<file path="src/design/i2cmbs_pkg.sv">
// Shared types and constants for the I2C master bit sequencer.
`timescale 1ns / 1ps
package i2cmbs_pkg;

   localparam int REQ_TDATA_W = 16;
   localparam int RSP_TDATA_W = 16;
   localparam int CSR_DATA_W  = 16;

   localparam logic [15:0] RESET_PULSES = 16'd16;
   localparam logic [6:0]  DEV_ADDR_RESET = 7'h25;
   localparam logic [15:0] BUS_WAIT_RESET = 16'd25000;

   typedef enum logic [3:0] {
      OP_NONE       = 4'd0,
      OP_INIT       = 4'd1,
      OP_START      = 4'd2,
      OP_RESTART    = 4'd3,
      OP_STOP       = 4'd4,
      OP_SEND_ADDR  = 4'd5,
      OP_SEND_BYTE  = 4'd6,
      OP_READ_ACK   = 4'd7,
      OP_READ_NAK   = 4'd8,
      OP_BUS_RESET  = 4'd9,
      OP_WAIT_FREE  = 4'd10
   } opcode_type;

   typedef enum logic {
      CSR_DEV_ADDR = 1'b0,
      CSR_BUS_WAIT = 1'b1
   } csr_index_type;

   // Packed from the highest field down, so the opcode sits in the lowest bits.
   typedef struct packed {
      logic       sda_in;
      logic       read_not_write;
      logic [7:0] tx_byte;
      logic [3:0] opcode;
   } req_item_type;

   typedef struct packed {
      logic       rejected;
      logic       bus_timeout;
      logic [7:0] rx_byte;
      logic       nak_seen;
      logic       done_res;
      logic       busy_res;
      logic       sda_out;
      logic       scl_out;
   } rsp_item_type;

   typedef struct packed {
      logic [6:0]  device_address;
      logic [15:0] bus_wait_ticks;
   } cfg_type;

   // Bit slot within a transmitted bit: 0 set SDA, 1 raise SCL, 2 drop SCL.
   function automatic logic [1:0] bit_slot(input logic [5:0] p);
      logic [1:0] r;
      case (p)
         6'd0, 6'd3, 6'd6, 6'd9, 6'd12, 6'd15, 6'd18, 6'd21:  r = 2'd0;
         6'd1, 6'd4, 6'd7, 6'd10, 6'd13, 6'd16, 6'd19, 6'd22: r = 2'd1;
         default:                                             r = 2'd2;
      endcase
      return r;
   endfunction

endpackage

</file>
<file path="src/design/i2c_master_bit_sequencer_unit.sv">
// I2C master bit sequencer: top level.
`timescale 1ns / 1ps
// Usage:
//  - req channel: one transaction per tick. It carries the sampled SDA level
//    and, while the sequencer is idle, a command (init, start, restart, stop,
//    send address, send byte, read with ACK or NAK, bus reset, wait free).
//  - rsp channel: exactly one report per tick, in order: SCL and SDA drive,
//    busy, done, NAK seen, last received byte, bus timeout and rejected.
//  - csr channel: index 0 device address, index 1 bus wait ticks; always
//    ready. Write it only while no tick is in flight.
//  - Path: an accepted transaction is held in the input register, and its
//    report is computed from it and presented from the result register.
//  - Throughput: one tick per clock cycle while rsp_tready is high, set by
//    the combinational step of the sequencer state between the two registers.
//  - Reset: both stages empty, sequencer idle with SCL and SDA released,
//    device address 0x25 and bus wait 25000 ticks.
//  - Stall: when rsp_tready is low the report holds; one more tick waits in
//    the input register, then req_tready drops until the report leaves.
module i2c_master_bit_sequencer_unit
   import i2cmbs_pkg::*;
(
   input  logic                   clock,
   input  logic                   reset,
   input  logic                   req_tvalid,
   output logic                   req_tready,
   // opcode[3:0], tx_byte[11:4], read_not_write[12], sda_in[13], zero[15:14]
   input  logic [REQ_TDATA_W-1:0] req_tdata,
   output logic                   rsp_tvalid,
   input  logic                   rsp_tready,
   // scl_out[0], sda_out[1], busy_res[2], done_res[3], nak_seen[4],
   // rx_byte[12:5], bus_timeout[13], rejected[14], zero[15]
   output logic [RSP_TDATA_W-1:0] rsp_tdata,
   input  logic                   csr_valid,
   output logic                   csr_ready,
   input  logic                   csr_index,
   input  logic [CSR_DATA_W-1:0]  csr_data
);

   cfg_type      cfg;
   req_item_type item;
   rsp_item_type result;
   logic         item_valid;
   logic         take;
   logic         advance;

   // Step the sequencer when a tick is held and the result register is free.
   assign advance = item_valid && take;

   i2cmbs_csr u_csr (
      .clock     (clock),
      .reset     (reset),
      .csr_valid (csr_valid),
      .csr_ready (csr_ready),
      .csr_index (csr_index),
      .csr_data  (csr_data),
      .cfg       (cfg)
   );

   i2cmbs_in_reg u_in_reg (
      .clock      (clock),
      .reset      (reset),
      .req_tvalid (req_tvalid),
      .req_tready (req_tready),
      .req_tdata  (req_tdata),
      .advance    (advance),
      .item_valid (item_valid),
      .item       (item)
   );

   i2cmbs_core u_core (
      .clock   (clock),
      .reset   (reset),
      .advance (advance),
      .item    (item),
      .cfg     (cfg),
      .result  (result)
   );

   i2cmbs_out_reg u_out_reg (
      .clock      (clock),
      .reset      (reset),
      .load       (advance),
      .result     (result),
      .take       (take),
      .rsp_tvalid (rsp_tvalid),
      .rsp_tready (rsp_tready),
      .rsp_tdata  (rsp_tdata)
   );

endmodule

</file>
<file path="src/design/i2cmbs_csr.sv">
// Configuration register file: device address and bus wait timeout.
`timescale 1ns / 1ps
module i2cmbs_csr
   import i2cmbs_pkg::*;
(
   input  logic                  clock,
   input  logic                  reset,
   input  logic                  csr_valid,
   output logic                  csr_ready,
   input  logic                  csr_index,
   input  logic [CSR_DATA_W-1:0] csr_data,
   output cfg_type               cfg
);

   cfg_type cfg_ff, cfg_in;

   assign csr_ready = 1'b1;
   assign cfg       = cfg_ff;

   always_comb begin
      cfg_in = cfg_ff;
      if (csr_valid) begin
         unique case (csr_index_type'(csr_index))
            CSR_DEV_ADDR: cfg_in.device_address = csr_data[6:0];
            CSR_BUS_WAIT: cfg_in.bus_wait_ticks = csr_data;
            default:      cfg_in = cfg_ff;
         endcase
      end
   end

   always_ff @(posedge clock) begin
      if (reset) begin
         cfg_ff.device_address <= DEV_ADDR_RESET;
         cfg_ff.bus_wait_ticks <= BUS_WAIT_RESET;
      end else begin
         cfg_ff <= cfg_in;
      end
   end

endmodule

</file>
<file path="src/design/i2cmbs_in_reg.sv">
// Input register stage for tick transactions.
`timescale 1ns / 1ps
module i2cmbs_in_reg
   import i2cmbs_pkg::*;
(
   input  logic                   clock,
   input  logic                   reset,
   input  logic                   req_tvalid,
   output logic                   req_tready,
   input  logic [REQ_TDATA_W-1:0] req_tdata,
   input  logic                   advance,
   output logic                   item_valid,
   output req_item_type           item
);

   logic         valid_ff, valid_in;
   req_item_type item_ff;

   // Take a new tick when empty or when the held one moves on this cycle.
   assign req_tready = !valid_ff || advance;
   assign valid_in   = req_tready ? req_tvalid : valid_ff;
   assign item_valid = valid_ff;
   assign item       = item_ff;

   always_ff @(posedge clock) begin
      if (reset) begin
         valid_ff <= 1'b0;
      end else begin
         valid_ff <= valid_in;
      end
   end

   always_ff @(posedge clock) begin
      if (req_tready && req_tvalid) begin
         item_ff <= req_item_type'(req_tdata[$bits(req_item_type)-1:0]);
      end
   end

endmodule

</file>
<file path="src/design/i2cmbs_core.sv">
// Line sequencer state and per-tick step logic.
`timescale 1ns / 1ps
module i2cmbs_core
   import i2cmbs_pkg::*;
(
   input  logic         clock,
   input  logic         reset,
   input  logic         advance,
   input  req_item_type item,
   input  cfg_type      cfg,
   output rsp_item_type result
);

   opcode_type  cmd_ff, cmd_in;
   logic [5:0]  phase_ff, phase_in;
   logic [7:0]  shift_ff, shift_in;
   logic        scl_ff, scl_in;
   logic        sda_lvl_ff, sda_lvl_in;
   logic [15:0] wait_ff, wait_in;
   logic        nak_ff, nak_in;
   logic [7:0]  rxb_ff, rxb_in;

   logic [5:0]  p, next_phase, pm3;
   logic [1:0]  stop_q;
   logic        do_stop, done, timeout, rejected;

   always_comb begin
      cmd_in     = cmd_ff;
      phase_in   = phase_ff;
      shift_in   = shift_ff;
      scl_in     = scl_ff;
      sda_lvl_in = sda_lvl_ff;
      wait_in    = wait_ff;
      nak_in     = nak_ff;
      rxb_in     = rxb_ff;
      rejected   = 1'b0;
      done       = 1'b0;
      timeout    = 1'b0;
      do_stop    = 1'b0;
      stop_q     = 2'd0;

      // Launch a command only from idle; any command while busy is dropped.
      if (cmd_ff != OP_NONE) begin
         rejected = (item.opcode != OP_NONE);
      end else if (item.opcode >= OP_INIT && item.opcode <= OP_WAIT_FREE) begin
         cmd_in   = opcode_type'(item.opcode);
         phase_in = 6'd0;
         case (opcode_type'(item.opcode))
            OP_SEND_ADDR:             shift_in = {cfg.device_address, item.read_not_write};
            OP_SEND_BYTE:             shift_in = item.tx_byte;
            OP_READ_ACK, OP_READ_NAK: shift_in = 8'd0;
            OP_WAIT_FREE:             wait_in  = 16'd0;
            default:                  shift_in = shift_ff;
         endcase
      end

      p          = phase_in;
      pm3        = p - 6'd3;
      next_phase = p + 6'd1;

      unique case (cmd_in)
         OP_INIT: begin
            if (p == 6'd0) sda_lvl_in = 1'b1;
            else begin
               scl_in = 1'b1;
               done   = 1'b1;
            end
         end
         OP_START: begin
            if (p == 6'd0) sda_lvl_in = 1'b0;
            else begin
               scl_in = 1'b0;
               done   = 1'b1;
            end
         end
         OP_RESTART: begin
            if (p == 6'd0)      sda_lvl_in = 1'b1;
            else if (p == 6'd1) scl_in = 1'b1;
            else if (p == 6'd2) sda_lvl_in = 1'b0;
            else begin
               scl_in = 1'b0;
               done   = 1'b1;
            end
         end
         OP_STOP: begin
            do_stop = 1'b1;
            stop_q  = p[1:0];
         end
         OP_SEND_ADDR, OP_SEND_BYTE: begin
            if (p < 6'd24) begin
               case (bit_slot(p))
                  2'd0: begin
                     sda_lvl_in = shift_in[7];
                     shift_in   = {shift_in[6:0], 1'b0};
                  end
                  2'd1:    scl_in = 1'b1;
                  default: scl_in = 1'b0;
               endcase
            end else if (p == 6'd24) begin
               sda_lvl_in = 1'b1;
            end else if (p == 6'd25) begin
               scl_in = 1'b1;
            end else begin
               nak_in = item.sda_in;
               scl_in = 1'b0;
               done   = 1'b1;
            end
         end
         OP_READ_ACK, OP_READ_NAK: begin
            if (p < 6'd16) begin
               if (!p[0]) begin
                  scl_in = 1'b1;
               end else begin
                  shift_in = {shift_in[6:0], item.sda_in};
                  scl_in   = 1'b0;
                  if (p == 6'd15) rxb_in = shift_in;
               end
            end else if (cmd_in == OP_READ_ACK) begin
               if (p == 6'd16)      sda_lvl_in = 1'b0;
               else if (p == 6'd17) scl_in = 1'b1;
               else if (p == 6'd18) scl_in = 1'b0;
               else begin
                  sda_lvl_in = 1'b1;
                  done       = 1'b1;
               end
            end else begin
               if (p == 6'd16)      sda_lvl_in = 1'b1;
               else if (p == 6'd17) scl_in = 1'b1;
               else begin
                  scl_in = 1'b0;
                  done   = 1'b1;
               end
            end
         end
         OP_BUS_RESET: begin
            if (p == 6'd0) begin
               sda_lvl_in = 1'b1;
               wait_in    = 16'd0;
            end else if (p == 6'd1) begin
               scl_in = 1'b0;
            end else if (p == 6'd2) begin
               scl_in     = 1'b1;
               wait_in    = wait_in + 16'd1;
               next_phase = (wait_in < RESET_PULSES) ? 6'd1 : 6'd3;
            end else begin
               do_stop = 1'b1;
               stop_q  = pm3[1:0];
            end
         end
         OP_WAIT_FREE: begin
            if (item.sda_in) begin
               done = 1'b1;
            end else begin
               wait_in = wait_in + 16'd1;
               if (wait_in >= cfg.bus_wait_ticks) begin
                  timeout = 1'b1;
                  done    = 1'b1;
               end
            end
         end
         default: done = 1'b0;
      endcase

      // Stop sequence: SCL low, SDA low, SCL high, SDA high.
      if (do_stop) begin
         case (stop_q)
            2'd0:    scl_in = 1'b0;
            2'd1:    sda_lvl_in = 1'b0;
            2'd2:    scl_in = 1'b1;
            default: begin
               sda_lvl_in = 1'b1;
               done       = 1'b1;
            end
         endcase
      end

      if (cmd_in != OP_NONE) begin
         if (done) begin
            cmd_in   = OP_NONE;
            phase_in = 6'd0;
         end else begin
            phase_in = next_phase;
         end
      end
   end

   always_ff @(posedge clock) begin
      if (reset) begin
         cmd_ff     <= OP_NONE;
         phase_ff   <= 6'd0;
         shift_ff   <= 8'd0;
         scl_ff     <= 1'b1;
         sda_lvl_ff <= 1'b1;
         wait_ff    <= 16'd0;
         nak_ff     <= 1'b0;
         rxb_ff     <= 8'd0;
      end else if (advance) begin
         cmd_ff     <= cmd_in;
         phase_ff   <= phase_in;
         shift_ff   <= shift_in;
         scl_ff     <= scl_in;
         sda_lvl_ff <= sda_lvl_in;
         wait_ff    <= wait_in;
         nak_ff     <= nak_in;
         rxb_ff     <= rxb_in;
      end
   end

   always_comb begin
      result.scl_out     = scl_in;
      result.sda_out     = sda_lvl_in;
      result.busy_res    = (cmd_in != OP_NONE);
      result.done_res    = done;
      result.nak_seen    = nak_in;
      result.rx_byte     = rxb_in;
      result.bus_timeout = timeout;
      result.rejected    = rejected;
   end

endmodule

</file>
<file path="src/design/i2cmbs_out_reg.sv">
// Result register stage for report transactions.
`timescale 1ns / 1ps
module i2cmbs_out_reg
   import i2cmbs_pkg::*;
(
   input  logic                   clock,
   input  logic                   reset,
   input  logic                   load,
   input  rsp_item_type           result,
   output logic                   take,
   output logic                   rsp_tvalid,
   input  logic                   rsp_tready,
   output logic [RSP_TDATA_W-1:0] rsp_tdata
);

   logic         valid_ff, valid_in;
   rsp_item_type data_ff;

   // Free to load when empty or when the held report leaves this cycle.
   assign take       = !valid_ff || rsp_tready;
   assign valid_in   = load ? 1'b1 : (valid_ff && !rsp_tready);
   assign rsp_tvalid = valid_ff;
   assign rsp_tdata  = {{(RSP_TDATA_W - $bits(rsp_item_type)){1'b0}}, data_ff};

   always_ff @(posedge clock) begin
      if (reset) begin
         valid_ff <= 1'b0;
      end else begin
         valid_ff <= valid_in;
      end
   end

   always_ff @(posedge clock) begin
      if (load) begin
         data_ff <= result;
      end
   end

endmodule

</file>
<file path="config.mk">
export PLATFORM = sky130hd
export DESIGN_NAME = i2c_master_bit_sequencer_unit
export DESIGN_NICKNAME = d
export VERILOG_FILES = /design/src/design/i2cmbs_pkg.sv /design/src/design/i2c_master_bit_sequencer_unit.sv /design/src/design/i2cmbs_csr.sv /design/src/design/i2cmbs_in_reg.sv /design/src/design/i2cmbs_core.sv /design/src/design/i2cmbs_out_reg.sv
export SDC_FILE = /design/constraint.sdc
export NUM_CORES = 1
export LEC_CHECK = 0
export BUFFER_PORTS_ARGS = -buffer_cell sky130_fd_sc_hd__buf_4
export CORE_AREA = 4 4 109 111
export CTS_CLUSTER_SIZE = 25
export DETAILED_ROUTE_END_ITERATION = 6
export DIE_AREA = 0 0 113 115
export HOLD_SLACK_MARGIN = 0.12
export PLACE_DENSITY = 0.82
export SLEW_MARGIN = 10
export SYNTH_ARGS = -nofsm -noshare
export SYNTH_HDL_FRONTEND = slang
export SYNTH_SLANG_ARGS = --single-unit
</file>
<file path="constraint.sdc">
create_clock -name clock -period 3.8 [get_ports clock]
set_input_delay 0.38 -clock clock [delete_from_list [all_inputs] [get_ports clock]]
set_output_delay 0.38 -clock clock [all_outputs]
set_load 0.05 [all_outputs]
</file>
# Yosys cells after proc, flatten, opt, wreduce, memory -nomap -nowiden
# Memories as Yosys holds them, arrays and structs flattened.
# Cells that the tools add are included.
# classes
n_addsub,3
magnitude_cmp,6
eq_ne,26
muxes,105
bitwise_logic,2
reduce_logical,26
# ops
op,n
two-way mux 16 bit,7
two-way mux 8 bit,10
two-way mux 1 bit,58
two-way mux 6 bit,8
one-hot mux 16 bit (2 select lines),1
"== test 6 x 5 -> 1 bit, second input constant",5
"== test 4 x 3 -> 1 bit, second input constant",7
one-hot mux 8 bit (3 select lines),1
"== test 4 bit, second input constant",5
"adder 16 x 1 -> 16 bit, second input constant",1
>= comparator 16 bit,1
"< comparator 16 x 5 -> 1 bit, second input constant",1
two-way mux 4 bit,4
one-hot mux 8 bit (2 select lines),1
nonzero test 4 bit,4
two-way mux 2 bit,7
OR reduction 2 bit,7
"< comparator 6 x 5 -> 1 bit, second input constant",2
one-hot mux 1 bit (5 select lines),2
"== test 4 x 2 -> 1 bit, second input constant",2
one-hot mux 1 bit (2 select lines),4
"adder 6 x 1 -> 6 bit, second input constant",1
"== test 6 x 1 -> 1 bit, second input constant",1
"== test 6 x 2 -> 1 bit, second input constant",1
other kinds (17),27
# word_totals
regBits,99
mem_bits_ro,64
in_bits,38
out_inout_bits,19
n_memories,1
# mem_list
name,depth,width,read_ports,rd_clocked_by_memory_dff,wr,line_no,text
(name not given),32,2,1,0,0,i2cmbs_pkg.sv:59,case (p)

# Depth between registers and ports, before layout
# depth
word_depth,16
ltp_mapped,19

# By module
# Synthesis repeated with hierarchy kept, for this count alone.
# unflattened
cells_unflattened,701
area_unflattened_um2,6165.9
# by_module_without_submodules
module,n_inst,cells_each,area_per_inst_um2
i2cmbs_core,1,564,4199.0
i2cmbs_csr,1,96,977.2
i2cmbs_out_reg,1,21,508.0
i2cmbs_in_reg,1,19,475.5
i2c_master_bit_sequencer_unit,1,1,6.3

# Least setup slack after synthesis
# No wires, ideal clock.
# synth_path
path_type,reg2reg
startpoint,reg u_core.cmd_ff[0]
endpoint,reg u_core.cmd_ff[1]
setup_time_ps,70
arrival_time_ps,4043
required_time_ps,3730
slack_ps,-313
path_stages_with_launch,19
synth_period_minus_slack_ps,4113
path_cell_list,dfxtp_1 > or4_1 > buf_2 > or3_1 > and2_1 > ha_1 > nand3_1 > nor2_1 > and4_1 > xnor2_1 > nor2_1 > ha_1 > a21o_1 > a221o_1 > a21oi_1 > nand3_1 > buf_2 > or3_1 > a21oi_1
# synth_lines
element,line_no,text
"start, declared",i2cmbs_core.sv:14,"opcode_type cmd_ff, cmd_in;"
"start signal, assigned",i2cmbs_core.sv:198,cmd_ff <= cmd_in;

# Worst setup path in the final report
# layout_path
startpoint,reg u_core.cmd_ff[2]
endpoint,reg u_core.phase_ff[3]
# layout_between
elab_chain_cells,13
elab_cells_between_ends,67
classes_between,3 x add/sub; 3 x order compare; 19 x eq/ne; 34 x mux; 8 x reduce/logical
# layout_lines
element,line_no,text
"parallel branches: the longest is 12 deep, another holds adder 16 x 1 -> 16 bit",-,
two-way mux 6 bit (*),i2cmbs_core.sv:177,if (cmd_in != OP_NONE) begin
"end signal, assigned",i2cmbs_core.sv:199,phase_ff <= phase_in;
"end, declared",i2cmbs_core.sv:15,"logic [5:0] phase_ff, phase_in;"
# Every way passes the cells marked *.
# A chain may end at the register's enable or synchronous reset.

==> metrics.yaml <==
areaGrowthSynthToFinish_pct: 16.2
outcome: "finished, violations left"
instances_no_fill: 892
port_buffers: 52
startpoint_type: "flop"
violations: "setup timing"
fin_crit_ps: 3910
highest_layer: "met4"
p_seq_frac: 0.525
critPathTopFamily: "simple AND/OR/NAND/NOR gates"
yosysMostFrequentCell: "nand2_1"
path_cells: "or4_4 > or3_4 > and2_4 > ha_4 > nand3_4 > nor2_2 > and4_1 > xnor2_1 > nor2_1 > ha_1 > a21o_1 > a221o_1 > a21oi_2 > nand3_2 > buf_6 > nor4_4 > a211o_1"
rsz0062_at_grt: "yes"
drt-met1-wl_um: 6590
seq_area_frac_synth: 0.389
cts_tree: "done"
cts.sink_count: 99
yosys-top-cells-area: "dfxtp_1 24%, edfxtp_1 15%, nand2_1 6.1%"
worst_hold_path.endpoint: "u_in_reg.item[8]"
drive_gt1_frac: 0.189
clk_path_buf_depth: 2
max_slew.worst_pin.slew_ps: 793
tns_ps: -356
syn_avg_cell_area_um2: 8.51
rows: 38
ys.warnings.count: 0
rrSetupSlack_ps: -110
fin_skew_ps: 11.5
finalCritPeriodShare: 1.03
power_per_cell_area_nw_per_um2: 325
slowest_delay_ps: 530
reg2regPathDepth: 17
path_class: "reg2reg"
hpwl_um: 11100
grt_pass1_wl_um: 24700
drt_iter0_markers: 485
cp_max_fo: 5
route.detailed.drc: 0
fp.dieH_um: 115
netlist_area_um2: 5840
num-nets-final: 806
irDropWorstVdd_mv: 0.341
routedWlPerCell_um: 16.9
critPathBufInv: 1
clk_pin_slew_ps: 90
ys_ff_latch: 99
cts_root_buffer: "clkbuf_8"
switching_power_uw: 656
clockPowerShare: 0.282
antenna_left: 0
cp-end-kind: "flop"
cts_buffers: 9
grt_pass1_vias: 5104
cp.arrival_ps: 4240
gp_congestion: 0.942
vias: 5363
netSwitchingFraction: 0.297
hold_start: "req_tdata[8]"
setup_viol: 9
grt_max_degree: 55
start_util: 0.541
synth.distinct_cells: 74
maxCapViolCount: 0
finalWorstSetupSlack_ps: -107
drtPass1Iterations: 6
gr-usage-all-layers: 0.234
rr_endpoint: "u_core.phase_ff[3]"
totalWireLength_um: 15000
whs_path_depth: 1
dp_cells: 874
insertion_delay_ps: 390
die_x_um: 113
viasPerCell: 6.01
synth_nets: 745
p_int_uw: 1550
rr_startpoint: "u_core.cmd_ff[2]"
synth_top_area_share: 0.240
synthFlopType: "dfxtp_1"
cts_max_level: 3
synth_edf_count: 29
wl_met2_um: 7250
wl_met3_um: 962
async_reset_ff_frac: 0
share_comb_of_total_power: 0.193
die_area_um2: 13000
core_um2: 10800
fill_cells: 872
synth_top_area_cell: "dfxtp_1"
hold_viol: 0
io_pins: 57
slowest_stage: "or4_4"
antenna_cells: 0
cp_data_required_time_ps: 4140
grt-ovfl-total: 0
max-slew-margin-rel: 0.470
synth_cells: 686
clock.fmax_mhz: 256
p_leak_uw: 0.00277
hold_path.class: "in2reg"
slew_violations: 0
synth_commonest_cells: "95 x nand2_1, 70 x dfxtp_1, 69 x nor2_1"
antenna_found_initial: 0
registers in the layout, summed over array words and instances (netlist names):
name,cells
u_csr.cfg,23
u_core.wait_ff,16
u_out_reg.rsp_tdata,15
u_in_reg.item,14
u_core.rxb_ff,8
u_core.shift_ff,8
u_core.phase_ff,6
u_core.cmd_ff,4
u_core.nak_ff,1
u_core.scl_ff,1
u_core.sda_lvl_ff,1
u_in_reg.item_valid,1
u_out_reg.rsp_tvalid,1
layout make-up:
type                    count  area, µm²  area share
multi-input cells         517       3360       0.496
clock buffers              12        145      0.0214
repair buffers             90        689       0.102
inverters                  30        113      0.0166
clock inverters             4       26.3     0.00387
flip-flops and latches     99       2270       0.335
well taps                 140        175      0.0258
routing by layer:
metal	vias up	global-route usage
li1	2602	-
met1	2513	0.308
met2	224	0.389
met3	24	0.0437
met4	0	0.0825
met5	-	0
what timing repair did:
item,in CTS,in global routing
buffers inserted,1,0
setup endpoints to repair,25,27
hold buffers,0,0
cloned,1,0
pin swaps,6,0
gates resized for setup,7,5
placed cells by master (no fill, tap or decap), types with 4 or more instances in the layout:
cell type / count
nand2_1: 95
buf_4: 87
dfxtp_1: 69
nor2_1: 68
a21oi_1: 34
o21ai_0: 30
inv_1: 29
edfxtp_1: 29
ha_1: 20
nand3_1: 18
mux2i_1: 16
nor3_1: 15
a31oi_1: 15
a22o_1: 15
a211oi_1: 13
xnor2_1: 11
a21o_1: 10
mux2_2: 10
clkbuf_8: 10
a22oi_1: 9
nand3b_1: 9
nor2b_1: 8
nand2b_1: 8
nor4_1: 7
xor2_1: 7
and2_1: 6
a211o_1: 6
or3_1: 6
and3_1: 5
nand4_1: 5
nor3b_1: 4
o31ai_1: 4
cell families (layout without fill, tap and decap cells):
group                      Yosys count  count (layout)  share of synthesized area
AOI/OAI and AO/OA                  175             175                      0.210
xor gates and xnor gates            18              18                     0.0270
other                                2               2                    0.00129
buffers and inverters               70             136                     0.0508
adders and majority gates           21              21                     0.0450
DFF                                 99              99                      0.389
muxes                               26              26                     0.0467
and+or+nand+nor                    275             275                      0.230
power groups by stage:
stage / sequential, µW / clock (µW) / combinational [µW]
detailed placement: 1180 / 0 / 411
CTS: 1160 / 639 / 418
global route: 1160 / 688 / 461
floorplan: 1210 / 0 / 254
global placement: 1180 / 0 / 402
finish: 1160 / 623 / 425
worst max-delay path by stage:
stage,from,endpoint,slack (ps),cells past startpoint
4_1_cts,u_core.cmd_ff[2],u_core.phase_ff[3],-50,17
6_report,u_core.cmd_ff[2],u_core.phase_ff[3],-110,17
3_5_place_dp,u_core.cmd_ff[2],u_core.phase_ff[3],-160,17
2_1_floorplan,u_core.cmd_ff[2],u_core.cmd_ff[1],-100,18
3_3_place_gp,u_core.cmd_ff[2],u_core.phase_ff[3],-20,17
5_1_grt,u_core.cmd_ff[2],u_core.phase_ff[3],-210,17
through the flow:
| stage | area (µm²) | setup WS (ps) | util | hold slack [ps] | power, µW |
|---|---|---|---|---|---|
| 6_report | 6780 | -107 | 0.629 | 162 | 2210 |
| 5_1_grt | 6780 | -205 | 0.629 | 143 | 2310 |
| 4_1_cts | 6760 | -50.9 | 0.627 | 146 | 2220 |
| 3_5_place_dp | 6540 | -163 | 0.606 | 454 | 1590 |
| 3_3_place_gp | 6540 | -22.3 | 0.606 | 446 | 1580 |
| 2_1_floorplan | 5890 | -103 | - | 436 | 1460 |
(Power assumes the default switching activity.)
